## config.mk

```make
export PLATFORM = sky130hd
export DESIGN_NAME = uart_line_assembler_flat
export DESIGN_NICKNAME = d
export VERILOG_FILES = /design/src/design/ula_pkg.sv /design/src/design/ula_in_if.sv /design/src/design/ula_out_if.sv /design/src/design/ula_front.sv /design/src/design/ula_cmd_fifo.sv /design/src/design/ula_back.sv /design/src/design/uart_line_assembler.sv /design/src/flat_wrapper.sv
export SDC_FILE = /design/constraint.sdc
export NUM_CORES = 1
export LEC_CHECK = 0
export ABC_AREA = 0
export BUFFER_PORTS_ARGS = -buffer_cell sky130_fd_sc_hd__buf_2
export CORE_MARGIN = 2
export CORE_UTILIZATION = 50
export DETAILED_ROUTE_END_ITERATION = 16
export GPL_TIMING_DRIVEN = 1
export PLACE_DENSITY_LB_ADDON = 0.12
export SLEW_MARGIN = 20
export SYNTH_ARGS = -nofsm -noshare
export SYNTH_HDL_FRONTEND = slang
export SYNTH_SLANG_ARGS = --single-unit
```

## constraint.sdc

```tcl
create_clock -name clk_i -period 16.2 [get_ports clk_i]
set_input_delay 0 -clock clk_i [delete_from_list [all_inputs] [get_ports clk_i]]
set_output_delay 0 -clock clk_i [all_outputs]
set_load 0.005 [all_outputs]
```

## src/design/ula_pkg.sv

```systemverilog
// Shared types and constants for the UART line assembler.
`default_nettype none
package ula_pkg;

  localparam int unsigned SIZE_W     = 16;
  localparam int unsigned CMDQ_DEPTH = 2;
  localparam int unsigned CMDQ_AW    = 1;

  localparam logic [7:0] CHAR_CR = 8'h0D;
  localparam logic [7:0] CHAR_LF = 8'h0A;

  typedef enum logic [1:0] {
    OP_BYTE       = 2'd0,
    OP_FETCH      = 2'd1,
    OP_FETCH_NONE = 2'd2
  } cmd_op_e;

  typedef struct packed {
    cmd_op_e           op;
    logic [7:0]        rx_byte;
    logic [SIZE_W-1:0] buf_room;
  } cmd_t;

  typedef struct packed {
    logic full;
    logic empty;
  } q_status_t;

  typedef struct packed {
    logic        has_line;
    logic [7:0]  line_char;
    logic        last;
    logic [31:0] byte_count;
    logic [7:0]  recent_byte;
  } result_t;

endpackage
`default_nettype wire

```

## src/design/ula_in_if.sv

```systemverilog
// Input channel: received bytes and fetch requests.
`default_nettype none
interface ula_in_if;
  logic        valid;
  logic        ready;
  logic        kind;
  logic [7:0]  rx_byte;
  logic [15:0] buf_room;

  modport source (output valid, output kind, output rx_byte, output buf_room, input ready);
  modport sink   (input valid, input kind, input rx_byte, input buf_room, output ready);
endinterface
`default_nettype wire

```

## src/design/ula_out_if.sv

```systemverilog
// Output channel: fetched line characters and status.
`default_nettype none
interface ula_out_if;
  logic        valid;
  logic        ready;
  logic        has_line;
  logic [7:0]  line_char;
  logic        last;
  logic [31:0] byte_count;
  logic [7:0]  recent_byte;

  modport source (output valid, output has_line, output line_char, output last,
                  output byte_count, output recent_byte, input ready);
  modport sink   (input valid, input has_line, input line_char, input last,
                  input byte_count, input recent_byte, output ready);
endinterface
`default_nettype wire

```

## src/design/ula_front.sv

```systemverilog
// Front end: accepts input words, classifies them into commands.
`default_nettype none
module ula_front import ula_pkg::*; (
  input  wire logic      clk_i,
  input  wire logic      rst_ni,
  ula_in_if.sink         in_i,
  output logic           push_o,
  output cmd_t           cmd_o,
  input  wire q_status_t q_status_i
);

  logic valid_q, valid_d;
  cmd_t cmd_q, cmd_d;
  logic accept;

  assign push_o     = valid_q && !q_status_i.full;
  assign in_i.ready = !valid_q || push_o;
  assign accept     = in_i.valid && in_i.ready;
  assign cmd_o      = cmd_q;

  always_comb begin
    cmd_d          = cmd_q;
    cmd_d.rx_byte  = in_i.rx_byte;
    cmd_d.buf_room = in_i.buf_room;
    if (!in_i.kind) begin
      cmd_d.op = OP_BYTE;
    end else if (in_i.buf_room == '0) begin
      cmd_d.op = OP_FETCH_NONE;
    end else begin
      cmd_d.op = OP_FETCH;
    end
    valid_d = valid_q;
    if (accept) begin
      valid_d = 1'b1;
    end else if (push_o) begin
      valid_d = 1'b0;
    end
  end

  always_ff @(posedge clk_i or negedge rst_ni) begin
    if (!rst_ni) begin
      valid_q <= 1'b0;
    end else begin
      valid_q <= valid_d;
    end
  end

  always_ff @(posedge clk_i) begin
    if (accept) begin
      cmd_q <= cmd_d;
    end
  end

endmodule
`default_nettype wire

```

## src/design/ula_cmd_fifo.sv

```systemverilog
// Short command queue between front end and back end.
`default_nettype none
module ula_cmd_fifo import ula_pkg::*; (
  input  wire logic clk_i,
  input  wire logic rst_ni,
  input  wire logic push_i,
  input  wire cmd_t cmd_i,
  input  wire logic pop_i,
  output cmd_t      cmd_o,
  output q_status_t status_o
);

  cmd_t               entry_q [CMDQ_DEPTH];
  logic [CMDQ_AW-1:0] wr_ptr_q, rd_ptr_q;
  logic [CMDQ_AW:0]   count_q, count_d;

  assign cmd_o           = entry_q[rd_ptr_q];
  assign status_o.empty  = (count_q == '0);
  assign status_o.full   = (count_q == (CMDQ_AW+1)'(CMDQ_DEPTH));

  always_comb begin
    count_d = count_q;
    if (push_i && !pop_i) begin
      count_d = count_q + 1'b1;
    end else if (pop_i && !push_i) begin
      count_d = count_q - 1'b1;
    end
  end

  always_ff @(posedge clk_i or negedge rst_ni) begin
    if (!rst_ni) begin
      wr_ptr_q <= '0;
      rd_ptr_q <= '0;
      count_q  <= '0;
    end else begin
      count_q <= count_d;
      if (push_i) begin
        wr_ptr_q <= wr_ptr_q + 1'b1;
      end
      if (pop_i) begin
        rd_ptr_q <= rd_ptr_q + 1'b1;
      end
    end
  end

  always_ff @(posedge clk_i) begin
    if (push_i) begin
      entry_q[wr_ptr_q] <= cmd_i;
    end
  end

endmodule
`default_nettype wire

```

## src/design/ula_back.sv

```systemverilog
// Back end: line state, line buffer memory, readout and output register.
`default_nettype none
module ula_back import ula_pkg::*; #(
  parameter int unsigned LINE_CAPACITY = 64
) (
  input  wire logic clk_i,
  input  wire logic rst_ni,
  input  wire logic cmd_valid_i,
  input  wire cmd_t cmd_i,
  output logic      pop_o,
  ula_out_if.source out_o
);

  localparam int unsigned LW = $clog2(LINE_CAPACITY);
  localparam logic [LW-1:0] LEN_MAX = LW'(LINE_CAPACITY - 1);

  typedef enum logic [1:0] {
    ST_IDLE   = 2'b01,
    ST_STREAM = 2'b10
  } back_state_e;

  back_state_e state_q, state_d;
  logic [LW-1:0] len_q, len_d;
  logic          done_q, done_d;
  logic [31:0]   total_q, total_d;
  logic [7:0]    prev_q, prev_d;
  logic [LW-1:0] idx_q, idx_d;
  logic [LW-1:0] n_last_q, n_last_d;
  logic [31:0]   snap_total_q;
  logic [7:0]    snap_prev_q;
  logic          snap_en;
  logic          rd_pend_q, rd_pend_d;
  logic          rd_last_q;
  logic [7:0]    rd_data_q;
  logic          out_valid_q, out_valid_d;
  result_t       out_q, out_d;

  logic [7:0]    mem_q [LINE_CAPACITY];
  logic          mem_we;

  logic              out_free, load_rd, load_empty, issue;
  logic [SIZE_W-1:0] size_m1;
  logic [LW-1:0]     n;
  logic              fetch_empty;

  assign out_free = !out_valid_q || out_o.ready;
  assign load_rd  = rd_pend_q && out_free;
  assign issue    = (state_q == ST_STREAM) && (!rd_pend_q || load_rd);

  assign size_m1 = cmd_i.buf_room - 1'b1;
  assign n       = (SIZE_W'(len_q) >= cmd_i.buf_room) ? size_m1[LW-1:0] : len_q;
  assign fetch_empty = (cmd_i.op == OP_FETCH_NONE) || !done_q || (n == '0);

  always_comb begin
    state_d    = state_q;
    len_d      = len_q;
    done_d     = done_q;
    total_d    = total_q;
    prev_d     = prev_q;
    idx_d      = idx_q;
    n_last_d   = n_last_q;
    snap_en    = 1'b0;
    mem_we     = 1'b0;
    pop_o      = 1'b0;
    load_empty = 1'b0;

    unique case (state_q)
      ST_IDLE: begin
        if (cmd_valid_i) begin
          unique case (cmd_i.op) inside
            OP_BYTE: begin
              pop_o   = 1'b1;
              total_d = total_q + 1'b1;
              prev_d  = cmd_i.rx_byte;
              if (!done_q) begin
                if (cmd_i.rx_byte == CHAR_CR || cmd_i.rx_byte == CHAR_LF) begin
                  if (len_q != '0) begin
                    done_d = 1'b1;
                  end
                end else if (len_q < LEN_MAX) begin
                  mem_we = 1'b1;
                  len_d  = len_q + 1'b1;
                end else begin
                  // overflow: drop the partial line
                  len_d = '0;
                end
              end
            end
            OP_FETCH, OP_FETCH_NONE: begin
              if (fetch_empty) begin
                if (!rd_pend_q && out_free) begin
                  pop_o      = 1'b1;
                  load_empty = 1'b1;
                  // truncated to nothing still clears the finished line
                  if (cmd_i.op == OP_FETCH && done_q) begin
                    done_d = 1'b0;
                    len_d  = '0;
                  end
                end
              end else if (!rd_pend_q) begin
                // hold until the previous line's last word has left the read stage
                pop_o    = 1'b1;
                snap_en  = 1'b1;
                idx_d    = '0;
                n_last_d = n - 1'b1;
                done_d   = 1'b0;
                len_d    = '0;
                state_d  = ST_STREAM;
              end
            end
            default: begin
              pop_o = 1'b1;
            end
          endcase
        end
      end
      ST_STREAM: begin
        if (issue) begin
          idx_d = idx_q + 1'b1;
          if (idx_q == n_last_q) begin
            state_d = ST_IDLE;
          end
        end
      end
      default: begin
        state_d = ST_IDLE;
      end
    endcase

    rd_pend_d = rd_pend_q;
    if (issue) begin
      rd_pend_d = 1'b1;
    end else if (load_rd) begin
      rd_pend_d = 1'b0;
    end

    out_valid_d = out_valid_q;
    out_d       = out_q;
    if (load_rd) begin
      out_valid_d       = 1'b1;
      out_d.has_line    = 1'b1;
      out_d.line_char   = rd_data_q;
      out_d.last        = rd_last_q;
      out_d.byte_count  = snap_total_q;
      out_d.recent_byte = snap_prev_q;
    end else if (load_empty) begin
      out_valid_d       = 1'b1;
      out_d.has_line    = 1'b0;
      out_d.line_char   = 8'h00;
      out_d.last        = 1'b1;
      out_d.byte_count  = total_q;
      out_d.recent_byte = prev_q;
    end else if (out_o.ready) begin
      out_valid_d = 1'b0;
    end
  end

  always_ff @(posedge clk_i or negedge rst_ni) begin
    if (!rst_ni) begin
      state_q     <= ST_IDLE;
      len_q       <= '0;
      done_q      <= 1'b0;
      total_q     <= '0;
      prev_q      <= '0;
      idx_q       <= '0;
      n_last_q    <= '0;
      rd_pend_q   <= 1'b0;
      out_valid_q <= 1'b0;
    end else begin
      state_q     <= state_d;
      len_q       <= len_d;
      done_q      <= done_d;
      total_q     <= total_d;
      prev_q      <= prev_d;
      idx_q       <= idx_d;
      n_last_q    <= n_last_d;
      rd_pend_q   <= rd_pend_d;
      out_valid_q <= out_valid_d;
    end
  end

  always_ff @(posedge clk_i) begin
    out_q <= out_d;
    if (snap_en) begin
      snap_total_q <= total_q;
      snap_prev_q  <= prev_q;
    end
  end

  // line buffer: one write port, one registered read port
  always_ff @(posedge clk_i) begin
    if (mem_we) begin
      mem_q[len_q] <= cmd_i.rx_byte;
    end
    if (issue) begin
      rd_data_q <= mem_q[idx_q];
      rd_last_q <= (idx_q == n_last_q);
    end
  end

  assign out_o.valid       = out_valid_q;
  assign out_o.has_line    = out_q.has_line;
  assign out_o.line_char   = out_q.line_char;
  assign out_o.last        = out_q.last;
  assign out_o.byte_count  = out_q.byte_count;
  assign out_o.recent_byte = out_q.recent_byte;

endmodule
`default_nettype wire

```

## src/design/uart_line_assembler.sv

```systemverilog
// Top level of the UART line assembler.
//
//   port    dir  payload                                            handshake
//   in_i    in   kind, rx_byte, buf_room                            valid/ready
//   out_o   out  has_line, line_char, last, byte_count, recent_byte valid/ready
//
// Received bytes stream at one per cycle while no line fetch holds the back end.
// A fetch of a finished line gives one word per character (at most buf_room - 1) at one
// per cycle while out_o.ready holds; the registered single read port sets that pace.
// Input words pass an input register and a two-entry command queue first.
// Reset clears all control state at once; the line buffer is not cleared.
// Output stalls back up through the queue to in_i.ready.
`default_nettype none
module uart_line_assembler import ula_pkg::*; #(
  parameter int unsigned LINE_CAPACITY = 64
) (
  input  wire logic clk_i,
  input  wire logic rst_ni,
  ula_in_if.sink    in_i,
  ula_out_if.source out_o
);

  logic      push;
  cmd_t      front_cmd;
  cmd_t      queue_cmd;
  q_status_t q_status;
  logic      pop;

  ula_front u_front (
    .clk_i      (clk_i),
    .rst_ni     (rst_ni),
    .in_i       (in_i),
    .push_o     (push),
    .cmd_o      (front_cmd),
    .q_status_i (q_status)
  );

  ula_cmd_fifo u_cmd_fifo (
    .clk_i    (clk_i),
    .rst_ni   (rst_ni),
    .push_i   (push),
    .cmd_i    (front_cmd),
    .pop_i    (pop),
    .cmd_o    (queue_cmd),
    .status_o (q_status)
  );

  ula_back #(
    .LINE_CAPACITY (LINE_CAPACITY)
  ) u_back (
    .clk_i       (clk_i),
    .rst_ni      (rst_ni),
    .cmd_valid_i (!q_status.empty),
    .cmd_i       (queue_cmd),
    .pop_o       (pop),
    .out_o       (out_o)
  );

  a_empty_result: assert property (@(posedge clk_i) disable iff (!rst_ni)
    out_o.valid && !out_o.has_line |-> out_o.last && (out_o.line_char == 8'h00))
    else $error("empty result without last mark or with a character");

  a_no_overflow: assert property (@(posedge clk_i) disable iff (!rst_ni)
    push && !pop |-> !q_status.full)
    else $error("command queue overflow");

  a_no_underflow: assert property (@(posedge clk_i) disable iff (!rst_ni)
    pop |-> !q_status.empty)
    else $error("command queue underflow");

endmodule
`default_nettype wire

```

## src/flat_wrapper.sv

```systemverilog
// flat-port wrapper written by rule: the top's interface ports become plain ports
module uart_line_assembler_flat import ula_pkg::*;
#(
  parameter int unsigned LINE_CAPACITY = 64
)
  (clk_i, rst_ni, in_i_valid, in_i_kind, in_i_rx_byte, in_i_buf_room, in_i_ready, out_o_valid, out_o_has_line, out_o_line_char, out_o_last, out_o_byte_count, out_o_recent_byte, out_o_ready);
  ula_in_if in_i_i ();
  ula_out_if out_o_i ();
  input  wire logic clk_i;
  input  wire logic rst_ni;
  input wire logic [$bits(in_i_i.valid)-1:0] in_i_valid;
  input wire logic [$bits(in_i_i.kind)-1:0] in_i_kind;
  input wire logic [$bits(in_i_i.rx_byte)-1:0] in_i_rx_byte;
  input wire logic [$bits(in_i_i.buf_room)-1:0] in_i_buf_room;
  output wire logic [$bits(in_i_i.ready)-1:0] in_i_ready;
  output wire logic [$bits(out_o_i.valid)-1:0] out_o_valid;
  output wire logic [$bits(out_o_i.has_line)-1:0] out_o_has_line;
  output wire logic [$bits(out_o_i.line_char)-1:0] out_o_line_char;
  output wire logic [$bits(out_o_i.last)-1:0] out_o_last;
  output wire logic [$bits(out_o_i.byte_count)-1:0] out_o_byte_count;
  output wire logic [$bits(out_o_i.recent_byte)-1:0] out_o_recent_byte;
  input wire logic [$bits(out_o_i.ready)-1:0] out_o_ready;
  assign in_i_i.valid = in_i_valid;
  assign in_i_i.kind = in_i_kind;
  assign in_i_i.rx_byte = in_i_rx_byte;
  assign in_i_i.buf_room = in_i_buf_room;
  assign in_i_ready = in_i_i.ready;
  assign out_o_valid = out_o_i.valid;
  assign out_o_has_line = out_o_i.has_line;
  assign out_o_line_char = out_o_i.line_char;
  assign out_o_last = out_o_i.last;
  assign out_o_byte_count = out_o_i.byte_count;
  assign out_o_recent_byte = out_o_i.recent_byte;
  assign out_o_i.ready = out_o_ready;
  uart_line_assembler #(.LINE_CAPACITY(LINE_CAPACITY)) u_core (.clk_i(clk_i), .rst_ni(rst_ni), .in_i(in_i_i), .out_o(out_o_i));
endmodule
```

==> results summary, run 1 <==
The wire-length estimate of the detail-placed layout is 38,100 um. By count the netlist is led by edfxtp_1 (688), nor2_1 (157), mux2i_1 (140), nand2_1 (89), mux4_2 (72). The synthesized design contains 688 enable-type register cells. The final net count came out at 1,934. The die extent in x is 249 um. The die covers 61,900 um2. The depth of the most critical reg-to-reg path came out at 9.

The number of instances on the worst hold path came out at 2. The placement row count is 89. The effective utilization at floorplan came out at 50.7%.

The largest driver fanout on the critical path is 65. The headroom to the max-slew limit came out at 35.9%. The count of cell types in the netlist is 59. The placer congestion estimate came out at 0.806. The number of placed instances, taps included came out at 2,553.

The sum of negative setup slack came out at 0 ns. Setup violations remaining at the end of the flow were counted as 0. The leakage power summed over all cells came out at 11.3 nW.

Dividing the detail-routed via count by the number of cells gives 5.68. TritonCTS built the clock tree. Across the VDD grid, the largest voltage drop is 0.145 mV. The data required time at the worst endpoint came out at 16.44 ns. The first-pass GRT wire length is 95,800 um. The post-CTS repair timing setup buffer count is 0. The total via count in the routed design is 15,497. The end point of the worst hold path is u_core.u_front.cmd_o[20]$_DFFE_PP_. For flop-to-flop paths, the worst setup slack is 11.08 ns. The share of async-settable or async-resettable flops after synthesis came out at 8.98%. The global-route usage over all layers came out at 20.5%. The maximum count of clock buffers along a single path is 3. The number of max-cap violations is 0. The mean routed wirelength per cell came out at 23.1 um. For the final database, setup skew stands at 0.0155 ns. The maximum number of pins on one net before global-route repair came out at 104.

The peak clock frequency supported by timing came out at 0.195 GHz. The post-cts sizing count came out at 0. The cell count after synthesis came out at 1,762. The total power per unit cell area is 179 nW/um2.

The endpoint type of the worst setup path is a flop. The post-synthesis register bit count is 757. The finished layout holds 2,727 standard cells, fillers aside. The number of clock buffers inserted by TritonCTS is 78. Wires add up to 63,100 um. The number of pins exceeding their max-slew limit in the final report was 0.

The clock root buffer is clkbuf_16. The multi-input logic area came out at 7180 um2. The most common cell in the synthesized netlist is edfxtp_1.

For this run, the register share of the synthesized area comes to 74.6%. The fraction of final layout cells with drive strength greater than 1 is 18.2%. The clock period could shrink to 5.12 ns.

The number of nets still failing antenna checks after routing came out at 0. The first-iteration detailed-routing DRC count is 1,183. Ranked by total cell area, the synthesized netlist is headed by edfxtp_1 (69%), dfrtp_1 (5.6%), mux4_2 (5.4%). The largest area contributor in the synthesized netlist is edfxtp_1. The total global routing overflow came out at 0.

The final routed DRC violation total is 0. From synthesis to final layout, the design area changed by 13.3%. The core footprint came out at 59,100 um2. The final hold violation count came out at 0. The initial antenna violation count is 0. The type of the worst min-delay path is primary input to flop. The filler cell count in the final layout is 4,497. The startpoint of the most critical register-to-register path is u_core.u_cmd_fifo.rd_ptr_q$_DFFE_PN0P_.

The number of nets handed over by synthesis was 1,808. The endpoint identified for the worst register-to-register timing path is u_core.u_back.mem_q[46][2]$_DFFE_PP_. The top-level I/O count is 81. The H-tree generated during clock tree synthesis spans 3 levels. The later pin in the worst-skew pair is clocked with a latency of 0.62 ns. The count of buffers from port buffering came out at 80. The area used by sequential logic in the layout is 22,400 um2. The slew at the pin closest to its max-slew limit came out at 0.962 ns. The run finished with clean final reports. The final worst-path cycle share came out at 31.6%. The first TritonRoute pass finished after 5 iterations.

The top flip-flop cell by instance count after synthesis is edfxtp_1. The element type at the critical path start is a flop. Setup repair after global routing left no endpoint under its margin.

The worst hold path begins at in_i_rx_byte[4]. The worst path arrival time came out at 5.36 ns. The setup path with the least slack is of type flop to flop.

The clock transition time at the flip-flop clock pins of the worst setup and hold paths is 0.06 ns. The tree built by TritonCTS fans out to 757 sinks. The average size of a mapped cell came out at 17.0 um2.

The number of global-route vias before repair came to 15,601. After synthesis, the largest area contributor takes up 68.9% of total cell area. The mapped netlist covers 30,000 um2.

For this run, the number of Yosys warnings is 0. From bottom edge to top edge, the die measures 249 um.
how the worst max path moves through the flow:
stage                                           start                                          end  slack (ns)
2_1_floorplan  u_core.u_cmd_fifo.rd_ptr_q$_DFFE_PN0P_  u_core.u_back.out_o.byte_count[0]$_DFFE_PP_       10.03
3_3_place_gp   u_core.u_cmd_fifo.rd_ptr_q$_DFFE_PN0P_     u_core.u_back.snap_total_q[31]$_DFFE_PP_       11.35
3_5_place_dp   u_core.u_cmd_fifo.rd_ptr_q$_DFFE_PN0P_     u_core.u_back.snap_total_q[12]$_DFFE_PP_       11.28
4_1_cts        u_core.u_cmd_fifo.rd_ptr_q$_DFFE_PN0P_     u_core.u_back.snap_total_q[13]$_DFFE_PP_       11.29
5_1_grt        u_core.u_cmd_fifo.rd_ptr_q$_DFFE_PN0P_         u_core.u_back.mem_q[21][5]$_DFFE_PP_       10.73
6_report       u_core.u_cmd_fifo.rd_ptr_q$_DFFE_PN0P_         u_core.u_back.mem_q[46][2]$_DFFE_PP_       11.08
kinds of logic (layout without fill, tap and decap cells):
logic type                 after synthesis  count (layout)  synth area share (%)
muxes                                  259             259                  11.8
buffers and inverters                  111             302                  1.50
and+or+nand+nor                        372             372                  5.65
AOI/OAI and AO/OA                      193             193                  4.10
xor gates and xnor gates                53              53                  1.55
other                                    0               1                     0
adders and majority gates               17              17                 0.709
DFF                                    757             757                  74.6
metal layers:
layer / track usage [%] / up-vias / part of all wire (%) / wire (um)
met5: 0 / - / 0 / 0
met2: 33.3 / 354 / 49 / 31100
met3: 2.98 / 80 / 4.3 / 2710
li1: - / 7126 / - / -
met4: 6.01 / 0 / 1.9 / 1220
met1: 28.9 / 7937 / 44 / 28000
per-stage QoR:
stage	cell area (um2)	setup WS [ns]	utilization [%]	hold WS [ns]	total power [W]
3_3_place_gp	31200	11.35	52.8	0.176	0.00438
5_1_grt	34000	10.73	57.4	0.0805	0.00636
6_report	34000	11.08	57.5	0.0954	0.00608
4_1_cts	34000	11.29	57.4	0.0570	0.00614
2_1_floorplan	30000	10.03	-	-0.296	0.00376
3_5_place_dp	31200	11.28	52.8	0.178	0.00441
flip-flops by register name (all words and copies together) (netlist names), 2 cells and up:
register	count
u_core.u_front.cmd_o	26
u_core.u_back.snap_prev_q	8
u_core.u_back.n_last_q	6
u_core.u_back.out_o.line_char	8
u_core.u_back.out_o.byte_count	32
u_core.u_back.mem_q	512
u_core.u_cmd_fifo.entry_q	52
u_core.u_back.prev_q	8
u_core.u_back.idx_q	6
u_core.u_cmd_fifo.count_q	2
u_core.u_back.out_o.recent_byte	8
u_core.u_back.total_q	32
u_core.u_back.len_q	6
u_core.u_back.snap_total_q	32
u_core.u_back.state_q	2
u_core.u_back.rd_data_q	8
where the power goes:
| group | total [W] | internal (W) | switching (W) |
|---|---|---|---|
| sequential | 0.00271 | 0.00257 | 0.000139 |
| clock | 0.00173 | 0.000999 | 0.000729 |
| combinational | 0.00164 | 0.000559 | 0.00108 |
| total | 0.00608 | 0.00413 | 0.00195 |
area by class of cell:
class | instances | area share [%]
Antenna cell | 1 | 0.00737
Timing Repair Buffer | 128 | 2.48
Clock buffer | 98 | 6.27
Tap cell | 773 | 2.85
Clock inverter | 47 | 1.03
Multi-Input combinational cell | 894 | 21.1
Sequential cell | 757 | 65.9
Inverter | 29 | 0.324
what timing repair did:
item                                    CTS  global route
endpoints found under the setup margin    0             0
hold buffers                             28             0
endpoints found under the hold margin    98             0
critical path: stages (launching register included):
cell and delay [ns]:
dfrtp_1 0.32, buf_4 0.35, mux2i_1 0.40, clkinv_2 0.82
nand3_1 0.37, a221oi_1 0.16, or2_2 0.36, nor3_2 0.29
nand4_1 0.74, nor2_1 0.93
cells in the final DEF, fill, tap and decap left out, drive strengths merged, types with 17 or more instances in the layout:
master	netlist	final
edfxtp	688	688
nor2	157	157
mux2i	140	140
buf	33	100
clkbuf	49	98
nand2	89	89
mux4	72	72
dfrtp	67	67
o21ai	54	54
mux2	47	47
a21oi	42	42
xnor2	41	41
inv	29	35
o22ai	33	33
o221ai	33	33
clkinv	0	32
nand3	30	30
dlygate4sd3	0	28
nor3	18	18
and3	17	17
ha	17	17
(Power assumes the default switching activity.)
==> run 2, diff against run 1 <==
==> constraint.sdc (replaced) <==
create_clock -name clk_i -period 4.7 [get_ports clk_i]
set_input_delay 0 -clock clk_i [delete_from_list [all_inputs] [get_ports clk_i]]
set_output_delay 0 -clock clk_i [all_outputs]
set_load 0.005 [all_outputs]
==> run 2 against run 1 <==
  * Setup slack worse by 11 ns
  * Count of clock-buffer cells in the layout is 2 higher
  * Routed wire length is 2.2% higher
  * Critical path depth is 9 higher
  * Design area is 1.9% higher
  * Combinational power grew to 3.5 times the previous value
  * Fmax is 18% higher
==> results summary, run 2 (synthesis results as in run 1) <==
The total wire length after detailed routing came to 64,500 um (was 63,100 um). The final worst-path cycle share was 92.6% (was 31.6%). The clock root buffer was clkbuf_16 (unchanged). The maximum count of clock buffers along a single path was 3 (unchanged). The post-route minimum period came out at 4.35 ns (was 5.12 ns).

The setup slack after layout came out at 0.347 ns (was 11.08 ns). The number of nets still failing antenna checks after routing is 0 (unchanged). The total power per unit cell area is 619 nW/um2 (was 179 nW/um2). The vertical die dimension came out at 249 um (unchanged).

The headroom to the max-slew limit came out at 29.0% (was 35.9%). The largest driver fanout on the critical path came out at 27 (was 65). The effective utilization at floorplan came out at 50.7% (unchanged). Commonest non-fill, non-tap cells in the layout: edfxtp_1 (688), nor2_1 (155), mux2i_1 (140) (unchanged). The type of the worst min-delay path is primary input to async pin (was primary input to flop). The final routed DRC violation total is 0 (unchanged). The total die area is 61,900 um2 (unchanged).

The final hold violation count came to 0 (unchanged). The number of placed instances, taps included came out at 2,611 (was 2,553). The endpoint type of the worst setup path is a flop (unchanged). The critical path class was flop to flop (unchanged). The number of max-cap violations is 0 (unchanged). The register-to-register setup slack came out at 0.35 ns (was 11.08 ns).

The core footprint is 59,100 um2 (unchanged). The first element of the critical path is u_core.u_cmd_fifo.rd_ptr_q$_DFFE_PN0P_ (unchanged). The final standard cell count with taps included and fillers excluded came out at 2,781 (was 2,727). The first-iteration detailed-routing DRC count is 1,265 (was 1,183). The placement row count came out at 89 (unchanged). The number of antenna cells inserted was 0 (was 1). The flip-flop count of the largest register after layout came out at 512 (unchanged). The most flop-heavy register is u_core.u_back.mem_q (unchanged).

The slew at the pin closest to its max-slew limit came to 1.07 ns (was 0.962 ns). The half-perimeter wire length after detailed placement was 39,300 um (was 38,100 um). The pre-CTS setup slack came to 0.292 ns (was 11.28 ns). The initial antenna violation count came to 0 (unchanged). The number of H-tree branching levels is 3 (unchanged).

The element type at the critical path start is a flop (unchanged). The number of endpoints failing setup at the final stage came out at 0 (unchanged). The number of pins exceeding their max-slew limit in the final report was 0 (unchanged). The insertion delay to the later sink of the worst-skew pair is 0.62 ns (about the same). The leading cell type in the layout, fill and taps excluded is edfxtp_1 (unchanged). The placer congestion estimate is 0.822 (was 0.806). The last element of the critical path is u_core.u_back.out_o.byte_count[11]$_DFFE_PP_ (was u_core.u_back.mem_q[46][2]$_DFFE_PP_). The mean routed wirelength per cell came to 23.2 um (was 23.1 um). The peak clock frequency supported by timing is 0.230 GHz (was 0.195 GHz).

The global-route usage over all layers is 21.0% (was 20.5%). The final setup skew came to 0.0268 ns (was 0.0155 ns). The total number of clock tree sinks came out at 757 (unchanged). The data required time at the worst endpoint is 4.98 ns (was 16.44 ns). The clock transition time at the flip-flop clock pins of the worst setup and hold paths came to 0.06 ns (about the same). The startpoint of the most critical register-to-register path was u_core.u_cmd_fifo.rd_ptr_q$_DFFE_PN0P_ (unchanged). The worst path arrival time came out at 4.64 ns (was 5.36 ns).

The sum of negative setup slack came out at 0 ns (unchanged). Setup repair after global routing missed its margin: false (unchanged). The endpoint of the lowest-slack register-to-register path was u_core.u_back.out_o.byte_count[11]$_DFFE_PP_ (was u_core.u_back.mem_q[46][2]$_DFFE_PP_). The first-pass GRT wire length came out at 97,400 um (was 95,800 um). The top-level I/O count is 81 (unchanged). Status: complete, no violations (unchanged). The maximum number of pins on one net before global-route repair came out at 66 (was 104).

The final net count is 1,993 (was 1,934). The number of vias per cell after detailed routing was 5.69 (was 5.68). The fraction of final layout cells with drive strength greater than 1 is 20.4% (was 18.2%). The maximum vdd ir drop is 0.374 mV (was 0.145 mV). The number of global-route vias before repair was 15,856 (was 15,601). The total via count in the routed design was 15,824 (was 15,497).

The layout-stage area growth over the synthesis result was 15.4% (was 13.3%). The clock tree from TritonCTS is done (unchanged). The count of buffers from port buffering came to 80 (unchanged). Biggest registers after layout: u_core.u_back.mem_q (512), u_core.u_cmd_fifo.entry_q (52) (unchanged). The number of detailed-route iterations in the first pass came out at 5 (unchanged). The total global routing overflow is 0 (unchanged). The leakage power summed over all cells came to 11.7 nW (was 11.3 nW). The die extent in x is 249 um (unchanged). The number of clock buffers inserted by TritonCTS came out at 78 (unchanged). The depth of the most critical reg-to-reg path is 18 (was 9).
## run 2: cell types whose count changed in the layout (fill, tap and decap cells not counted), sizes merged, moves of 2 or more
cell / before / now
clkinvlp: 5 / 2
clkinv: 32 / 27
bufinv: 4 / 10
buf: 100 / 158
inv: 35 / 31
clkbuf: 98 / 100
## run 2: per-layer routing
metal | track usage, % | routed length, um | vias up
met5 | 0 | 0 | -
met4 | 6.25 | 1630 | 0
met3 | 3.90 | 3080 | 104
met2 | 34.6 | 32000 | 367
met1 | 28.7 | 27800 | 8115
li1 | - | - | 7238
## run 2: repair_timing
| item | in CTS | in global routing |
|---|---|---|
| resized for setup | 0 | 2 |
| endpoints found under the hold margin | 99 | 0 |
| setup buffers | 0 | 0 |
| setup endpoints to repair | 0 | 50 |
| hold buffers | 29 | 0 |
## run 2: worst min path at each step
stage / start / to / slack [ns]
after floorplan: rst_ni / u_core.u_back.done_q$_DFFE_PN0P_ / -0.30
after global placement: rst_ni / u_core.u_front.valid_q$_DFFE_PN0P_ / -0.03
after detailed placement: rst_ni / u_core.u_cmd_fifo.rd_ptr_q$_DFFE_PN0P_ / -0.03
after CTS: in_i_rx_byte[4] / u_core.u_front.cmd_o[20]$_DFFE_PP_ / 0.04
after global routing: in_i_rx_byte[7] / u_core.u_front.cmd_o[23]$_DFFE_PP_ / 0.08
final: rst_ni / u_core.u_back.prev_q[7]$_DFFE_PN0P_ / 0.1
## run 2: where the power goes
group	internal (W)	total (W)	switching [W]	leakage, nW
logic	0.00205	0.00577	0.00372	3.30
registers	0.00886	0.00942	0.000560	7.13
clock network	0.00375	0.00622	0.00247	1.27
total	0.0147	0.0214	0.00675	11.7
## run 2: area by class of cell
cell class,count,area [um2]
clock buffer,100,2130
sequential,757,22400
fill,4476,24500
tap,773,967
inverter,29,113
timing repair buffer,187,1370
multi-input combinational,894,7170
clock inverter,41,463
## run 2: stage by stage
step | instance area [um2] | power (W) | hold slack, ns | utilization [%]
6_report | 34600 | 0.0214 | 0.0961 | 58.5
5_1_grt | 34600 | 0.0223 | 0.0815 | 58.5
4_1_cts | 34600 | 0.0216 | 0.0450 | 58.5
3_5_place_dp | 31700 | 0.0153 | -0.0280 | 53.6
3_3_place_gp | 31700 | 0.0152 | -0.0341 | 53.6
2_1_floorplan | 30000 | 0.0129 | -0.296 | -
## run 2: worst max-delay path, cell delays in order (launching register included)
cell,delay [ns]
dfrtp_1,0.50
buf_6,0.30
mux2_2,0.40
inv_2,0.11
ha_1,0.25
o21a_1,0.11
a211oi_1,0.28
or3_1,0.24
nor2_1,0.06
a21oi_1,0.20
ha_1,0.30
nand2b_1,0.09
nor2_1,0.10
o31ai_1,0.09
o2111ai_1,0.17
nor2b_1,0.23
nor2_1,0.10
nor2_4,0.15
buf_4,0.32
==> run 3, diff against run 2 <==
--- a/config.mk
+++ b/config.mk
@@ -5,7 +5,7 @@
 export SDC_FILE = /design/constraint.sdc
 export NUM_CORES = 1
 export LEC_CHECK = 0
-export ABC_AREA = 0
+export ABC_AREA = 1
 export BUFFER_PORTS_ARGS = -buffer_cell sky130_fd_sc_hd__buf_2
 export CORE_MARGIN = 2
 export CORE_UTILIZATION = 50
==> run 3 against run 2 <==
  * Die area increased by 1.5%
  * Synthesized cell count increased by 39%
  * Sequential cell count unchanged
  * Design area increased by 0.84%
  * Largest cell class unchanged
  * Area after synthesis increased by 1.5%
  * Global-route usage increased by 1.8 points
  * Worst hold slack got worse by 0.070 ns
  * Power decreased by 7.9%
==> results summary, run 3 <==
The peak clock frequency supported by timing was 0.255 GHz (was 0.230 GHz). The maximum number of pins on one net before global-route repair is 133 (was 66). The worst path arrival time came out at 4.41 ns (was 4.64 ns). The top flip-flop cell by instance count after synthesis is edfxtp_1 (unchanged). The Yosys warning count is 0 (unchanged). The utilization of the core after routing came out at 57.9% (was 58.5%). The first-iteration detailed-routing DRC count came to 1,849 (was 1,265). The first-pass GRT wire length is 111,000 um (was 97,400 um). The total global routing overflow came out at 0 (unchanged). The effective utilization at floorplan is 50.5% (was 50.7%). The number of clock buffers inserted by TritonCTS was 78 (unchanged). The number of antenna cells inserted came out at 0 (unchanged). The count of buffers from port buffering is 80 (unchanged).

The most flop-heavy register is u_core.u_back.mem_q (unchanged). The most common cell in the synthesized netlist is edfxtp_1 (unchanged). The compound-gate portion of the synthesized area is 10.3% (was 4.10%). The critical-path cell with the highest stage delay is dfrtp_1 (unchanged). The maximum count of clock buffers along a single path came out at 3 (unchanged). The fraction of final layout cells with drive strength greater than 1 came out at 12.8% (was 20.4%). The startpoint of the most critical register-to-register path was u_core.u_cmd_fifo.rd_ptr_q$_DFFE_PN0P_ (unchanged). The global-route met3 utilization is 3.66% (was 3.90%). The vertical die dimension came to 251 um (was 249 um). The top-level I/O count came out at 81 (unchanged). The layout-stage area growth over the synthesis result is 14.7% (was 15.4%). The leading cell type in the layout, fill and taps excluded is edfxtp_1 (unchanged). The register-to-register setup slack is 0.78 ns (was 0.35 ns). The parity-gate share of the synthesized area counting xor and xnor cells is 1.09% (was 1.55%). The share of synthesized cell area in full adder, half adder and majority cells is 0.699% (was 0.709%). The share of power burned in combinational logic is 22.2% (was 26.9%).

The number of H-tree branching levels came out at 3 (unchanged). The met2 demand-to-capacity share in global routing is 36.3% (was 34.6%). The final routed DRC violation total is 0 (unchanged). The buffers plus inverters on the worst setup path came out at 2 (was 3). The delay of the slowest critical-path stage came out at 0.48 ns (was 0.50 ns). The number of pins exceeding their max-slew limit in the final report is 0 (unchanged). The final hold violation count is 0 (unchanged). Status: complete, no violations (unchanged).

The most frequent cell on the critical path is nand2_1 (was nor2_1). The number of vias per cell after detailed routing is 5.65 (was 5.69). The number of detailed-route iterations in the first pass was 6 (was 5). The die extent in x was 251 um (was 249 um). The global-route usage over all layers is 22.8% (was 21.0%). The total via count in the routed design came out at 19,432 (was 15,824). The number of endpoints failing setup at the final stage came to 0 (unchanged). The area used by sequential logic in the layout came out at 22,400 um2 (about the same).

The number of global-route vias before repair is 18,930 (was 15,856). The multi-input logic area came out at 7150 um2 (was 7170 um2). The switching power as a share of total power came out at 30.7% (was 31.5%).

The sum of negative setup slack came out at 0 ns (unchanged). Biggest registers after layout: u_core.u_back.mem_q (512), u_core.u_cmd_fifo.entry_q (52) (unchanged). The insertion delay to the later sink of the worst-skew pair came out at 0.61 ns (was 0.62 ns).

The final worst-path cycle share is 83.3% (was 92.6%). The number of enable flip-flop cells after synthesis came out at 688 (unchanged). The clock root buffer was clkbuf_16 (unchanged). The placer congestion estimate came out at 0.894 (was 0.822).

The highest-utilization routing layer at the global route stage is met2 (unchanged). The setup slack after layout came to 0.784 ns (was 0.347 ns). The main combinational cell family by area after synthesis is simple AND/OR/NAND/NOR gates (was multiplexers). The part of the Yosys area used for sequential elements was 73.5% (was 74.6%). The slew at the pin closest to its max-slew limit came out at 0.976 ns (was 1.07 ns). The headroom to the max-slew limit is 34.9% (was 29.0%). The half-perimeter wire length after detailed placement is 42,900 um (was 39,300 um). The depth of the most critical reg-to-reg path is 24 (was 18). The post-synthesis cell area is 30,400 um2 (was 30,000 um2). The largest area contributor in the synthesized netlist is edfxtp_1 (unchanged). The mean routed wirelength per cell is 20.9 um (was 23.2 um). The total power per unit cell area is 565 nW/um2 (was 619 nW/um2). The endpoint type of the worst setup path was a flop (unchanged). Most common library cells after synthesis: edfxtp_1 (688), nor2_1 (461), o21ai_0 (376), nand2_1 (256), o22ai_1 (160) (was edfxtp_1 (688), nor2_1 (157), mux2i_1 (140), nand2_1 (89), mux4_2 (72)).

The internal power of the cells was 0.0137 W (was 0.0147 W). The total net switching power came out at 0.00606 W (was 0.00675 W). The maximum vdd ir drop is 0.480 mV (was 0.374 mV).

The type of the worst min-delay path is primary input to async pin (unchanged). The final setup skew is 0.0254 ns (was 0.0268 ns). The placement row count is 90 (was 89). The clock tree from TritonCTS was done (unchanged). The number of standard cells after synthesis came out at 2,452 (was 1,762).

The post-synth net total is 2,498 (was 1,808). The clock network power share came out at 31.2% (was 29.1%). The post-CTS repair timing setup buffer count came out at 0 (unchanged). The data required time at the worst endpoint came to 5.19 ns (was 4.98 ns). The post-synthesis register bit count was 757 (unchanged). The multiplexer share of the synthesized area came out at 0% (was 11.8%). The post-route minimum period came to 3.92 ns (was 4.35 ns). The largest driver fanout on the critical path is 19 (was 27). The number of max-cap violations came out at 0 (unchanged).

The share of async-settable or async-resettable flops after synthesis is 8.98% (unchanged). The number of nets still failing antenna checks after routing is 0 (unchanged). The endpoint of the lowest-slack register-to-register path is u_core.u_cmd_fifo.count_q[1]$_DFFE_PN0P_ (was u_core.u_back.out_o.byte_count[11]$_DFFE_PP_). The critical path class is flop to flop (unchanged). The count of cell types in the netlist is 47 (was 59). Commonest non-fill, non-tap cells in the layout: edfxtp_1 (688), nor2_1 (458), o21ai_0 (376) (was edfxtp_1 (688), nor2_1 (155), mux2i_1 (140)). The sequential share of power came to 46.5% (was 44.0%). The leakage power summed over all cells was 12.4 nW (was 11.7 nW). The clock transition time at the flip-flop clock pins of the worst setup and hold paths came out at 0.06 ns (about the same). The pre-CTS setup slack came out at 0.741 ns (was 0.292 ns). Cells traversed along the worst timing path: inv_2 -> nand2_1 -> nand2_1 -> inv_1 -> ha_1 -> nand2_1 -> nor2_1 -> nor2_1 -> nand2_1 -> nand2_1 -> nand2_1 -> nand2_4 -> o21ai_1 -> ha_1 -> nand3_2 -> nor2_4 -> nand2_2 -> nand3_2 -> nand3_4 -> nand2_1 -> ha_1 -> a21oi_1 -> o21ai_0 -> xor2_1 (was buf_6 -> mux2_2 -> inv_2 -> ha_1 -> o21a_1 -> a211oi_1 -> or3_1 -> nor2_1 -> a21oi_1 -> ha_1 -> nand2b_1 -> nor2_1 -> o31ai_1 -> o2111ai_1 -> nor2b_1 -> nor2_1 -> nor2_4 -> buf_4). The element type at the critical path start is a flop (unchanged). The total die area is 62,900 um2 (was 61,900 um2). The total number of clock tree sinks is 757 (unchanged). The total wire length after detailed routing was 71,900 um (was 64,500 um). The fraction of the mapped netlist area in simple logic gates came out at 11.3% (was 5.65%). Setup repair after global routing missed its margin: false (unchanged). The flip-flop count of the largest register after layout came out at 512 (unchanged). The post-route worst hold slack is 0.0258 ns (was 0.0961 ns). The family of cells with the greatest summed delay on the critical path was simple AND/OR/NAND/NOR gates (unchanged). The area share of the largest cell type after synthesis is 67.9% (was 68.9%).

The core footprint came to 60,200 um2 (was 59,100 um2). The filler cell count in the final layout came to 4,828 (was 4,476). The final net count came out at 2,641 (was 1,993). Most area-consuming cells after synthesis: edfxtp_1 (68%), o21ai_0 (6.2%), nor2_1 (5.7%) (was edfxtp_1 (69%), dfrtp_1 (5.6%), mux4_2 (5.4%)).

The initial antenna violation count came to 0 (unchanged). The met1 track demand over resource in global routing is 31.9% (was 28.7%). The average size of a mapped cell came out at 12.4 um2 (was 17.0 um2).
==> run 3: power groups by stage <==
stage	Clock, W	Combinational [W]	Sequential (W)
floorplan	0	0.00256	0.00927
global placement	0	0.00437	0.00930
detailed placement	0	0.00440	0.00932
CTS	0.00629	0.00443	0.00918
global route	0.00654	0.00486	0.00923
finish	0.00616	0.00439	0.00918
==> run 3: metrics by stage <==
stage	total power, W	cells	cell area, um2
3_3_place_gp	0.0137	3269	32000
6_report	0.0197	3442	34900
5_1_grt	0.0206	3442	34900
2_1_floorplan	0.0118	2452	30400
4_1_cts	0.0199	3442	34900
3_5_place_dp	0.0137	3269	32000
==> run 3: area by class of cell <==
type                    count  area share (%)
clock inverters            46            1.24
clock buffers              99            6.12
well taps                 782            2.80
inverters                 108            1.18
repair buffers            191            3.99
multi-input cells        1459            20.5
flip-flops and latches    757            64.2
==> run 3: repair_timing <==
action | CTS | global route
hold buffers | 28 | 0
hold endpoints to repair | 97 | 0
gates resized for setup | 0 | 0
==> run 3: worst max-delay path by stage <==
stage                                           start                                     endpoint  slack (ns)  cells past startpoint
3_5_place_dp   u_core.u_cmd_fifo.rd_ptr_q$_DFFE_PN0P_     u_core.u_cmd_fifo.count_q[1]$_DFFE_PN0P_        0.74                     24
2_1_floorplan  u_core.u_cmd_fifo.rd_ptr_q$_DFFE_PN0P_  u_core.u_back.out_o.byte_count[0]$_DFFE_PP_        0.67                     19
5_1_grt        u_core.u_cmd_fifo.rd_ptr_q$_DFFE_PN0P_     u_core.u_cmd_fifo.count_q[1]$_DFFE_PN0P_        0.34                     24
3_3_place_gp   u_core.u_cmd_fifo.rd_ptr_q$_DFFE_PN0P_     u_core.u_cmd_fifo.count_q[1]$_DFFE_PN0P_        0.87                     24
4_1_cts        u_core.u_cmd_fifo.rd_ptr_q$_DFFE_PN0P_     u_core.u_cmd_fifo.count_q[1]$_DFFE_PN0P_        0.73                     24
6_report       u_core.u_cmd_fifo.rd_ptr_q$_DFFE_PN0P_     u_core.u_cmd_fifo.count_q[1]$_DFFE_PN0P_        0.78                     24
==> run 3: cells by family (layout without fill, tap and decap cells) <==
logic type                 count (synthesis)  in the layout
buffers and inverters                    236            444
and+or+nand+nor                          830            830
adders and majority gates                 17             17
AOI/OAI and AO/OA                        574            574
xor gates and xnor gates                  38             38
DFF                                      757            757
==> run 3: layer usage <==
layer / vias to the layer above / wire (um) / share of wire [%]
met1: 9555 / 31600 / 44
met3: 135 / 4320 / 6.0
met4: 0 / 1970 / 2.7
met5: - / 0 / 0
met2: 648 / 34000 / 47
li1: 9094 / - / -
